### src/rtl/tbps_pkg.sv
// Types and constants shared by the token bucket packet shaper modules.
`default_nettype none

package tbps_pkg;

  // Request types on the input channel.
  localparam logic REQ_TOKEN  = 1'b0;
  localparam logic REQ_PACKET = 1'b1;

  // Bucket depth after reset.
  localparam logic [7:0] DEPTH_AT_RESET = 8'd10;

  // Event codes reported with each result.
  typedef enum logic [2:0] {
    EV_TOKEN_KEPT   = 3'd0,
    EV_TOKEN_DROP   = 3'd1,
    EV_PACKET_DROP  = 3'd2,
    EV_PACKET_QUEUE = 3'd3,
    EV_PACKET_REL   = 3'd4,
    EV_QUEUE_FULL   = 3'd5
  } event_e;

  // One entry of the waiting queue.
  typedef struct packed {
    logic [15:0] serial;
    logic [7:0]  need;
  } queue_entry_t;

  // One result item.
  typedef struct packed {
    event_e      code;
    logic [15:0] serial;
    logic [7:0]  level;
    logic [7:0]  need;
    logic        last;
  } result_t;

  // Results of one request handed to the result buffer.
  typedef struct packed {
    logic    valid;
    logic    two;
    result_t r0;
    result_t r1;
  } result_push_t;

endpackage

`default_nettype wire

### src/rtl/tbps_wait_queue.sv
// Waiting queue of packets: a memory with the head entry always read out.
`default_nettype none

module tbps_wait_queue #(
  parameter int unsigned QUEUE_DEPTH = 64,
  localparam int unsigned PtrW = $clog2(QUEUE_DEPTH),
  localparam int unsigned CntW = $clog2(QUEUE_DEPTH + 1)
) (
  input  wire logic                   clk_i,
  input  wire logic                   rst_ni,
  input  wire logic                   push_i,
  input  wire tbps_pkg::queue_entry_t push_entry_i,
  input  wire logic                   pop_i,
  output tbps_pkg::queue_entry_t      head_o,
  output logic [CntW-1:0]             count_o
);

  tbps_pkg::queue_entry_t mem_q [QUEUE_DEPTH];
  tbps_pkg::queue_entry_t rd_data_q;
  tbps_pkg::queue_entry_t byp_data_q;
  logic                   byp_q;
  logic [PtrW-1:0]        head_q, head_d;
  logic [PtrW-1:0]        tail_q, tail_d;
  logic [CntW-1:0]        count_q, count_d;

  function automatic logic [PtrW-1:0] next_ptr(input logic [PtrW-1:0] p);
    next_ptr = (p == PtrW'(QUEUE_DEPTH - 1)) ? '0 : PtrW'(p + PtrW'(1));
  endfunction

  // Pointer and fill count updates. A pop on an empty queue only comes with
  // a push of the same packet, so the count then stays unchanged.
  always_comb begin
    head_d  = pop_i  ? next_ptr(head_q) : head_q;
    tail_d  = push_i ? next_ptr(tail_q) : tail_q;
    count_d = count_q;
    if (push_i && !pop_i) begin
      count_d = CntW'(count_q + CntW'(1));
    end else if (!push_i && pop_i) begin
      count_d = CntW'(count_q - CntW'(1));
    end
  end

  always_ff @(posedge clk_i or negedge rst_ni) begin
    if (!rst_ni) begin
      head_q  <= '0;
      tail_q  <= '0;
      count_q <= '0;
      byp_q   <= 1'b0;
    end else begin
      head_q  <= head_d;
      tail_q  <= tail_d;
      count_q <= count_d;
      byp_q   <= push_i && (tail_q == head_d);
    end
  end

  // Memory write, and a registered read of the entry that becomes the head.
  always_ff @(posedge clk_i) begin
    if (push_i) begin
      mem_q[tail_q] <= push_entry_i;
    end
    rd_data_q  <= mem_q[head_d];
    byp_data_q <= push_entry_i;
  end

  // A write to the slot being read is forwarded past the memory.
  assign head_o  = byp_q ? byp_data_q : rd_data_q;
  assign count_o = count_q;

endmodule

`default_nettype wire

### src/rtl/tbps_result_fifo.sv
// Four-entry result buffer taking one or two results per cycle.
`default_nettype none

module tbps_result_fifo (
  input  wire logic                   clk_i,
  input  wire logic                   rst_ni,
  input  wire tbps_pkg::result_push_t push_i,
  output logic                        room_o,
  output logic                        out_valid_o,
  input  wire logic                   out_stall_i,
  output tbps_pkg::result_t           out_o
);

  localparam int unsigned Depth = 4;
  localparam int unsigned PtrW  = $clog2(Depth);
  localparam int unsigned CntW  = $clog2(Depth + 1);

  tbps_pkg::result_t fifo_q [Depth];
  logic [PtrW-1:0]   wr_ptr_q, wr_ptr_d;
  logic [PtrW-1:0]   rd_ptr_q, rd_ptr_d;
  logic [CntW-1:0]   cnt_q, cnt_d;
  logic [1:0]        push_n;
  logic              pop;

  assign pop    = out_valid_o && !out_stall_i;
  assign push_n = !push_i.valid ? 2'd0 : (push_i.two ? 2'd2 : 2'd1);

  // Pointer and count updates.
  always_comb begin
    wr_ptr_d = PtrW'(wr_ptr_q + PtrW'(push_n));
    rd_ptr_d = pop ? PtrW'(rd_ptr_q + PtrW'(1)) : rd_ptr_q;
    cnt_d    = CntW'(cnt_q + CntW'(push_n) - CntW'(pop));
  end

  always_ff @(posedge clk_i or negedge rst_ni) begin
    if (!rst_ni) begin
      wr_ptr_q <= '0;
      rd_ptr_q <= '0;
      cnt_q    <= '0;
    end else begin
      wr_ptr_q <= wr_ptr_d;
      rd_ptr_q <= rd_ptr_d;
      cnt_q    <= cnt_d;
    end
  end

  // Result storage.
  always_ff @(posedge clk_i) begin
    if (push_i.valid) begin
      fifo_q[wr_ptr_q] <= push_i.r0;
      if (push_i.two) begin
        fifo_q[PtrW'(wr_ptr_q + PtrW'(1))] <= push_i.r1;
      end
    end
  end

  // Room for two results is needed before a request is processed.
  assign room_o      = (cnt_q <= CntW'(Depth - 2));
  assign out_valid_o = (cnt_q != '0);
  assign out_o       = fifo_q[rd_ptr_q];

endmodule

`default_nettype wire

### src/rtl/token_bucket_packet_shaper.sv
// Token bucket packet shaper top level with its waiting queue and result buffer.
// A request is registered, processed once the result buffer has room, and its
// results are written to the result buffer, which offers them on the output.
// Throughput: one request per cycle while the result buffer has room; a request
// with two results gives them out one after the other from the result buffer.
// Reset clears the bucket, counters and queue pointers; depth returns to 10.
`default_nettype none

module token_bucket_packet_shaper #(
  parameter int unsigned QUEUE_DEPTH = 64
) (
  input  wire logic        clk_i,
  input  wire logic        rst_ni,
  // Configuration write channel.
  input  wire logic        cfg_valid_i,
  output logic             cfg_ready_o,
  input  wire logic [7:0]  cfg_bucket_depth_i,
  // Request channel.
  input  wire logic        in_valid_i,
  output logic             in_stall_o,
  input  wire logic        req_type_i,
  input  wire logic [7:0]  tokens_needed_i,
  // Result channel.
  output logic             out_valid_o,
  input  wire logic        out_stall_i,
  output logic [2:0]       event_code_o,
  output logic [15:0]      serial_number_o,
  output logic [7:0]       bucket_level_o,
  output logic [7:0]       packet_need_o,
  output logic             last_result_o
);

  localparam int unsigned CntW = $clog2(QUEUE_DEPTH + 1);

  logic [7:0]             depth_q;
  logic [7:0]             level_q, level_d;
  logic [15:0]            tc_q, tc_d;
  logic [15:0]            pc_q, pc_d;
  logic                   iv_q;
  logic                   req_q;
  logic [7:0]             need_q;
  logic                   fire;
  logic                   room;
  logic [7:0]             lvl_inc;
  logic [15:0]            tc_inc, pc_inc;
  logic                   q_push, q_pop;
  tbps_pkg::queue_entry_t q_entry;
  tbps_pkg::queue_entry_t q_head;
  logic [CntW-1:0]        q_count;
  tbps_pkg::result_push_t res_push;
  tbps_pkg::result_t      res_out;

  // Configuration is always taken.
  assign cfg_ready_o = 1'b1;

  // The request register is processed once the result buffer has room.
  assign fire       = iv_q && room;
  assign in_stall_o = iv_q && !room;

  always_ff @(posedge clk_i or negedge rst_ni) begin
    if (!rst_ni) begin
      depth_q <= tbps_pkg::DEPTH_AT_RESET;
      level_q <= '0;
      tc_q    <= '0;
      pc_q    <= '0;
      iv_q    <= 1'b0;
    end else begin
      if (cfg_valid_i && cfg_ready_o) begin
        depth_q <= cfg_bucket_depth_i;
      end
      level_q <= level_d;
      tc_q    <= tc_d;
      pc_q    <= pc_d;
      if (in_valid_i && !in_stall_o) begin
        iv_q <= 1'b1;
      end else if (fire) begin
        iv_q <= 1'b0;
      end
    end
  end

  // Request payload register.
  always_ff @(posedge clk_i) begin
    if (in_valid_i && !in_stall_o) begin
      req_q  <= req_type_i;
      need_q <= tokens_needed_i;
    end
  end

  assign lvl_inc = 8'(level_q + 8'd1);
  assign tc_inc  = 16'(tc_q + 16'd1);
  assign pc_inc  = 16'(pc_q + 16'd1);

  // Event processing: bucket and queue checks, level and counter updates and queue operations.
  always_comb begin
    level_d        = level_q;
    tc_d           = tc_q;
    pc_d           = pc_q;
    q_push         = 1'b0;
    q_pop          = 1'b0;
    q_entry.serial = pc_inc;
    q_entry.need   = need_q;
    res_push       = '0;
    if (fire) begin
      res_push.valid = 1'b1;
      if (req_q == tbps_pkg::REQ_TOKEN) begin
        tc_d = tc_inc;
        res_push.r0.serial = tc_inc;
        res_push.r0.need   = '0;
        res_push.r0.last   = 1'b1;
        if (level_q >= depth_q) begin
          res_push.r0.code  = tbps_pkg::EV_TOKEN_DROP;
          res_push.r0.level = level_q;
        end else begin
          res_push.r0.code = tbps_pkg::EV_TOKEN_KEPT;
          level_d          = lvl_inc;
          // The head packet leaves once the bucket covers its need.
          if ((q_count != '0) && (lvl_inc >= q_head.need)) begin
            q_pop               = 1'b1;
            level_d             = 8'(lvl_inc - q_head.need);
            res_push.two        = 1'b1;
            res_push.r0.last    = 1'b0;
            res_push.r1.code    = tbps_pkg::EV_PACKET_REL;
            res_push.r1.serial  = q_head.serial;
            res_push.r1.need    = q_head.need;
            res_push.r1.last    = 1'b1;
          end
          res_push.r0.level = level_d;
          res_push.r1.level = level_d;
        end
      end else begin
        pc_d = pc_inc;
        res_push.r0.serial = pc_inc;
        res_push.r0.need   = need_q;
        res_push.r0.last   = 1'b1;
        res_push.r0.level  = level_q;
        if (need_q > depth_q) begin
          res_push.r0.code = tbps_pkg::EV_PACKET_DROP;
        end else if (q_count == CntW'(QUEUE_DEPTH)) begin
          res_push.r0.code = tbps_pkg::EV_QUEUE_FULL;
        end else begin
          res_push.r0.code = tbps_pkg::EV_PACKET_QUEUE;
          q_push           = 1'b1;
          // A packet arriving at an empty queue is checked straight away.
          if ((q_count == '0) && (level_q >= need_q)) begin
            q_pop              = 1'b1;
            level_d            = 8'(level_q - need_q);
            res_push.two       = 1'b1;
            res_push.r0.last   = 1'b0;
            res_push.r1.code   = tbps_pkg::EV_PACKET_REL;
            res_push.r1.serial = pc_inc;
            res_push.r1.need   = need_q;
            res_push.r1.last   = 1'b1;
          end
          res_push.r0.level = level_d;
          res_push.r1.level = level_d;
        end
      end
    end
  end

  tbps_wait_queue #(
    .QUEUE_DEPTH (QUEUE_DEPTH)
  ) u_wait_queue (
    .clk_i        (clk_i),
    .rst_ni       (rst_ni),
    .push_i       (q_push),
    .push_entry_i (q_entry),
    .pop_i        (q_pop),
    .head_o       (q_head),
    .count_o      (q_count)
  );

  tbps_result_fifo u_result_fifo (
    .clk_i       (clk_i),
    .rst_ni      (rst_ni),
    .push_i      (res_push),
    .room_o      (room),
    .out_valid_o (out_valid_o),
    .out_stall_i (out_stall_i),
    .out_o       (res_out)
  );

  // Result fields.
  assign event_code_o    = res_out.code;
  assign serial_number_o = res_out.serial;
  assign bucket_level_o  = res_out.level;
  assign packet_need_o   = res_out.need;
  assign last_result_o   = res_out.last;

endmodule

`default_nettype wire

### config.mk
export PLATFORM = sky130hd
export DESIGN_NAME = token_bucket_packet_shaper
export DESIGN_NICKNAME = d
export VERILOG_FILES = /design/src/rtl/tbps_pkg.sv /design/src/rtl/tbps_wait_queue.sv /design/src/rtl/tbps_result_fifo.sv /design/src/rtl/token_bucket_packet_shaper.sv
export SDC_FILE = /design/constraint.sdc
export NUM_CORES = 2
export LEC_CHECK = 0
export BUFFER_PORTS_ARGS = -buffer_cell sky130_fd_sc_hd__buf_2
export CAP_MARGIN = 15
export CORE_UTILIZATION = 40
export CTS_CLUSTER_DIAMETER = 40
export DETAILED_ROUTE_END_ITERATION = 16
export GPL_TIMING_DRIVEN = 0
export PLACE_DENSITY = 0.54
export SYNTH_ARGS = -nofsm -noshare
export SYNTH_HDL_FRONTEND = slang
export SYNTH_SLANG_ARGS = --single-unit
### constraint.sdc
create_clock -name clk_i -period 9.56 [get_ports clk_i]
set_input_delay 0.478 -clock clk_i [delete_from_list [all_inputs] [get_ports clk_i]]
set_output_delay 0.478 -clock clk_i [all_outputs]
set_load 0.005 [all_outputs]
# Word level (Yosys, flattened, before mapping)
# Memories as Yosys holds them, arrays and structs flattened. A register that Yosys moved wholly into a read port is not among the register bits.
# Index checks and enable logic that the tools add are counted.
[op_classes]
n_addsub = 14
multipliers = 0
div_mod_pow = 0
n_lt_le_gt_ge = 5
n_eq_ne = 4
shifts = 0
mux = 46
bitwise = 1
n_reduce_logical = 21
[op_table]
columns = ["cell", "n"]
rows = [
  ["2-to-1 mux 37 bit", 3],
  ["2-to-1 mux 74 bit", 1],
  ["2-to-1 mux 73 bit", 1],
  ["2-to-1 mux 8 bit", 6],
  ["2-to-1 mux 20 bit", 2],
  ["adder 16 x 1 -> 16 bit, second input constant", 2],
  ["greater-or-equal comparator 8 bit", 3],
  ["2-to-1 mux 24 bit", 1],
  ["2-to-1 mux 1 bit", 21],
  ["2-to-1 mux 6 bit", 3],
  ["2-to-1 mux 9 bit", 2],
  ["subtractor 8 bit", 2],
  ["2-to-1 mux 7 bit", 2],
  ["adder 6 x 1 -> 6 bit, second input constant", 2],
  ["== test 6 bit, second input constant", 2],
  ["logical AND 1 bit", 9],
  ["adder 8 x 1 -> 8 bit, second input constant", 1],
  ["greater-than comparator 8 bit", 1],
  ["adder 7 x 1 -> 7 bit, second input constant", 1],
  ["== test 7 bit, second input constant", 1],
  ["logical NOT 7 bit", 1],
  ["nonzero test 7 bit", 1],
  ["subtractor 7 x 1 -> 7 bit, second input constant", 1],
  ["== test 6 bit", 1],
  ["other kinds (12)", 21],
]
[totals]
regBits = 109
latchBits = 0
ramBits = 1680
romBits = 0
input_bits = 22
out_inout_bits = 39
wordCells = 109
mem_count = 2
[memory_table]
columns = ["memory", "words", "width", "rd", "rd_clocked_by_memory_dff", "write_ports", "line_no", "text"]
rows = [
  ["u_wait_queue.mem_q", 64, 24, 1, 1, 1, "tbps_wait_queue.sv:18", "tbps_pkg::queue_entry_t mem_q [QUEUE_DEPTH];"],
  ["u_result_fifo.fifo_q", 4, 36, 1, 0, 2, "tbps_result_fifo.sv:18", "tbps_pkg::result_t fifo_q [Depth];"],
]

# Logic depth before layout (Yosys ltp)
[logic_depth]
word_depth = 11
mapped_depth = 22
mapped_depth_nobuf = 22

# By module
# A second synthesis with hierarchy kept.
[unflattened]
hier_cells = 5646
area_unflattened_um2 = 75941.6
[modules_own_cells]
columns = ["module", "n_inst", "cells_each", "area_each_um2", "seq_area_each_um2"]
rows = [
  ["tbps_wait_queue", 1, 4621, 63178.1, 47585.6],
  ["tbps_result_fifo", 1, 392, 7498.4, 4499.3],
  ["token_bucket_packet_shaper", 1, 633, 5265.0, 1498.9],
]

# Least setup slack after synthesis
# OpenSTA, ideal clock, no wires.
[synth_timing]
path_type = "reg2reg"
start = "register need_q[0]"
end = "memory u_result_fifo.fifo_q[1][0] in the netlist's numbering (enable)"
setup_time_ps = 491
t_arrival_ps = 4265
t_required_ps = 9069
path_slack_ps = 4805
stages_incl_launch_ff = 14
n_path_buf = 2
path_cell_list = "edfxtp_1 -> ha_1 -> inv_1 -> fa_1 -> a21o_1 -> a211oi_1 -> o221ai_1 -> nand2_1 -> or3_1 -> clkbuf_1 -> nand2_1 -> nand2_1 -> clkbuf_1 -> nand2_1"
[synth_rtl]
columns = ["element", "line_no", "text"]
rows = [
  ["from (decl)", "token_bucket_packet_shaper.sv:41", "logic [7:0] need_q;"],
  ["from (signal assigned)", "token_bucket_packet_shaper.sv:86", "need_q <= tokens_needed_i;"],
  ["to (decl)", "tbps_result_fifo.sv:18", ""],
]

# Worst setup path in the final report
[layout_timing]
start = "register need_q[5]"
end = "register, netlist name u_wait_queue.rd_data_q[10]"
[layout_via]
elab_chain_len = 8
elab_cells_between_ends = 9
[layout_lines]
columns = ["element", "line_no", "text"]
rows = [
  ["greater-or-equal comparator 8 bit", "token_bucket_packet_shaper.sv:145", "if ((q_count == '0) && (level_q >= need_q)) begin"],
  ["logical AND 1 bit", "token_bucket_packet_shaper.sv:145", ""],
  ["2-to-1 mux 1 bit", "token_bucket_packet_shaper.sv:145", ""],
  ["2-to-1 mux 1 bit", "token_bucket_packet_shaper.sv:139", "end else if (q_count == CntW'(QUEUE_DEPTH)) begin"],
  ["2-to-1 mux 1 bit *", "token_bucket_packet_shaper.sv:137", "if (need_q > depth_q) begin"],
  ["2-to-1 mux 1 bit *", "token_bucket_packet_shaper.sv:106", "if (req_q == tbps_pkg::REQ_TOKEN) begin"],
  ["2-to-1 mux 1 bit *", "token_bucket_packet_shaper.sv:104", "if (fire) begin"],
  ["2-to-1 mux 6 bit *", "tbps_wait_queue.sv:33", "head_d = pop_i ? next_ptr(head_q) : head_q;"],
]
# Every way passes the cells marked *; elsewhere a longest branch is shown, timed or not.
# A chain may end at the register's enable or synchronous reset.

==> impl_results.md <==
- Post-Layout Cell Count: 8426
- MaxCap Viol Count: 0
- Tot Pwr: 0.0267 W
- Distinct cells, synth: 76
- Share of post-route cells with drive strength above 1: 14.7%
- Core area: 186000 µm²
- Cell Pwr Density: 294 nW/µm²
- Most frequent cells in the layout: 1681 x edfxtp_1, 679 x a211oi_1, 642 x and3_1, 358 x clkbuf_1, 288 x clkbuf_16
- Clock slew at reported path FFs: 0.06 ns
- FF-to-FF Start: need_q[5]
- Largest family of logic cells by synthesized area: compound AO/OA/AOI/OAI gates
- Sink Count: 1813
- Post-DR wirelength/cell: 30.4 µm
- Grt ovf: 0
- Launching element type of the critical path: flip-flop
- Die footprint: 190000 µm²
- Post-CTS sizing: 0
- Slew HR: 9.11%
- Routed WL: 256000 µm
- First-pass GRT wire length: 361000 µm
- Worst slew pin tran: 1.36 ns
- Period utilization: 82.5%
- Max Root-Sink Buffers: 4
- Die X: 436 µm
- Synthesized Nets: 5331
- DR pass1 iterations: 6
- EDFF count, synth: 1681
- Max Clock Freq: 127 MHz
- CTS HTree Levels: 5
- PortBufs: 59
- Final setup vio count: 0
- Final hold violations: 0
- GRT Total Usage: 26.4%
- Row cnt: 158
- Clk Latency, worst-skew pair: 0.92 ns
- TritonCTS Buffers: 277
- Cells after synthesis: 5257
- Seq/Total Area, Yosys: 71.0%
- Synthesized flop and latch total: 1813
- R2R Setup Slk: 1.68 ns
- Ys async rst share: 4.19%
- Overall via count from detail_route: 51000
- Synth Cell Area: 75300 µm²
- Worst EP required: 10.23 ns
- Worst setup EP type: flip-flop
- Mux cell area share after synthesis: 1.61%
- Bufs and invs on worst path: 5
- Simple-gate share of the synthesized area: 9.66%
- Synth Area in XOR/XNOR: 1.07%
- WS Path Type: reg -> reg
- Placed insts: 7910
- Synth top area share: 67.0%
- IO Count: 61
- GPL Wtd Cong: 0.942
- Cell leakage power: 30.7 nW
- Yosys top cell by area: edfxtp_1
- Die Y: 436 µm
- Routed Antenna Nets: 0
- Root buf cell: clkbuf_16
- Area Overhead vs Synth: 20.7%
- DP Area: 81600 µm²
- Status: complete, no violations
- Crit-path slowest cell: nor4_1
- Cell types occupying the most area after synthesis: edfxtp_1 67%, a211oi_1 6.8%, and3_1 5.3%, dfrtp_1 2.5%, clkbuf_1 1.6%
- Vias in the first global route: 49700
- Hold Crit Class: in -> async
- Nets: 5812
- Post-route setup TNS: 0 ns
- Iteration-0 DRC count of the detailed router: 6420
- Largest net degree at the start of global routing: 67
- Kind of cell adding the most delay to the critical path: simple AND/OR/NAND/NOR gates
- Largest fanout on the critical path: 18
- Initial antenna violation count: 22
- Fill cells: 16000
- VDD IR max: 0.237 mV
- Worst reg2reg endpoint: u_wait_queue.rd_data_q[10]
- Commonest non-fill, non-tap cell in the layout: edfxtp_1
- Min cycle time layout: 7.88 ns
- CP arrival: 8.55 ns
- Initial Util: 40.5%
- WHS: 0.123 ns
- Compound-Gate Fraction of Synth Area: 12.9%
- Max stage delay on crit path: 1.14 ns
- Worst-path cell chain: buf_16, buf_16, ha_1, nand4_1, o21ai_0, o2111ai_2, nand2_2, inv_2, a221oi_2, buf_2, buf_2, a211oi_1, nor4b_1, a211oi_1, nor4_1
- # DRC: 0
- Unrepaired setup endpoints after global routing: false
- Post-Synth Adder-Cell Area: 0.903%
- Detailed placement HPWL: 179000 µm
- Slew Viols, Final: 0
- Post-synth top flop: edfxtp_1
- Reg2Reg Depth: 15
- Clk_skew: 0.0451 ns
- CTS tree: done
- Ys Warns: 0
- Final instance area: 90900 µm²
- Syn_area_per_cell: 14.3 µm²
- Routed vias/inst: 6.06
[registers in the layout (all words and copies together), names as in the netlist]
| register | flops |
|---|---|
| u_wait_queue.mem_q | 1536 |
| u_result_fifo.fifo_q | 144 |
| u_wait_queue.byp_data_q | 24 |
| u_wait_queue.rd_data_q | 24 |
| pc_q | 16 |
| tc_q | 16 |
| depth_q | 8 |
| level_q | 8 |
| need_q | 8 |
| u_wait_queue.count_o | 7 |
| u_wait_queue.head_q | 6 |
| u_wait_queue.tail_q | 6 |
| u_result_fifo.cnt_q | 3 |
| u_result_fifo.rd_ptr_q | 2 |
| u_result_fifo.wr_ptr_q | 2 |
| iv_q | 1 |
| req_q | 1 |
| u_wait_queue.byp_q | 1 |
[worst max path at each step]
| stage | start | to | slack [ns] | depth (start not counted) |
|---|---|---|---|---|
| 4_1_cts | need_q[5] | u_wait_queue.rd_data_q[12] | 1.86 | 15 |
| 3_5_place_dp | need_q[5] | u_wait_queue.rd_data_q[12] | 1.90 | 15 |
| 5_1_grt | need_q[5] | u_wait_queue.rd_data_q[12] | 1.74 | 16 |
| 2_1_floorplan | need_q[0] | u_result_fifo.fifo_q[1][0] | 4.80 | 13 |
| 3_3_place_gp | need_q[7] | u_wait_queue.rd_data_q[5] | -0.72 | 13 |
| 6_report | need_q[5] | u_wait_queue.rd_data_q[10] | 1.68 | 15 |
[per-stage QoR]
step / worst slack [ns] / utilization [%]
2_1_floorplan: 4.80 / -
5_1_grt: 1.74 / 48.8
3_5_place_dp: 1.90 / 43.8
3_3_place_gp: -0.721 / 42.3
6_report: 1.68 / 48.8
4_1_cts: 1.86 / 48.8
[layer usage]
metal	GRT usage, %	vias up	part of all wire (%)
li1	-	22200	-
met1	35.6	25800	41
met2	41.0	2479	46
met3	4.90	575	8.5
met4	13.1	8	5.3
met5	0	-	0.014
[timing repair]
action                                 CTS  global route
hold buffers                            25             0
setup endpoints to repair                0             0
endpoints found under the hold margin   75             0
setup buffers                            0             0
[worst reg2reg max path, cell delays in order, from the launching register on]
cell and delay [ns]:
edfxtp_1 0.70, buf_16 0.30, buf_16 0.19, ha_1 0.32
nand4_1 0.13, o21ai_0 0.86, o2111ai_2 0.27, nand2_2 0.35
inv_2 0.18, a221oi_2 0.65, buf_2 0.76, buf_2 0.39
a211oi_1 0.10, nor4b_1 0.90, a211oi_1 0.40, nor4_1 1.14
[where the power goes]
group / internal, W / switching (W) / leakage [nW] / total, W
Clock: 0.00620 / 0.00372 / 4.37 / 0.00992
Sequential: 0.00938 / 0.000220 / 17.0 / 0.00960
Combinational: 0.00212 / 0.00504 / 9.31 / 0.00716
Total: 0.0177 / 0.00898 / 30.7 / 0.0267
[cells in the mapped netlist, types with 4 or more instances]
library cell  instances
dfxtp_1              56
mux4_2               36
o32ai_1               4
clkbuf_1            330
a221oi_1             24
buf_4                 4
o22ai_1             116
o41ai_1              49
inv_1                71
a21oi_1              75
mux2i_1              32
nand3_1              97
and3_1              642
a311oi_1             72
a211oi_1            679
inv_2                 4
nor2b_1               9
and2_1                6
mux2_2                7
ha_1                 48
o21ai_0             212
o31ai_1               5
o221ai_1              4
o211ai_1             19
nor4b_1              72
fa_1                  4
nand2b_1              8
edfxtp_1           1681
buf_2               103
a21o_1               12
or2_2                 5
xnor2_1              74
nand2_1             281
dfrtp_1              74
a21boi_0              4
buf_1                14
nand4_1              14
nor2_1              128
nor3_1               14
nor4_1               24
xor2_1               18
a31oi_1              74
[final cells by class]
cell class / instances / area [µm²] / area share (%)
inverters: 76 / 323 / 0.355
clock buffers: 323 / 7370 / 8.11
diodes: 8 / 20.0 / 0.0220
repair buffers: 202 / 3110 / 3.42
well taps: 2480 / 3100 / 3.41
clock inverters: 156 / 1660 / 1.82
flip-flops and latches: 1813 / 53500 / 58.9
multi-input cells: 2916 / 20000 / 22.0
plain buffers: 452 / 1850 / 2.04
[cell families after synthesis]
| kind of cell | after synthesis |
|---|---|
| muxes | 75 |
| AOI/OAI and AO/OA | 1381 |
| buffers and inverters | 528 |
| and+or+nand+nor | 1315 |
| other | 1 |
| xor gates and xnor gates | 92 |
| DFF | 1813 |
| adders and majority gates | 52 |
No activity file was read; power rests on OpenSTA's default activity.
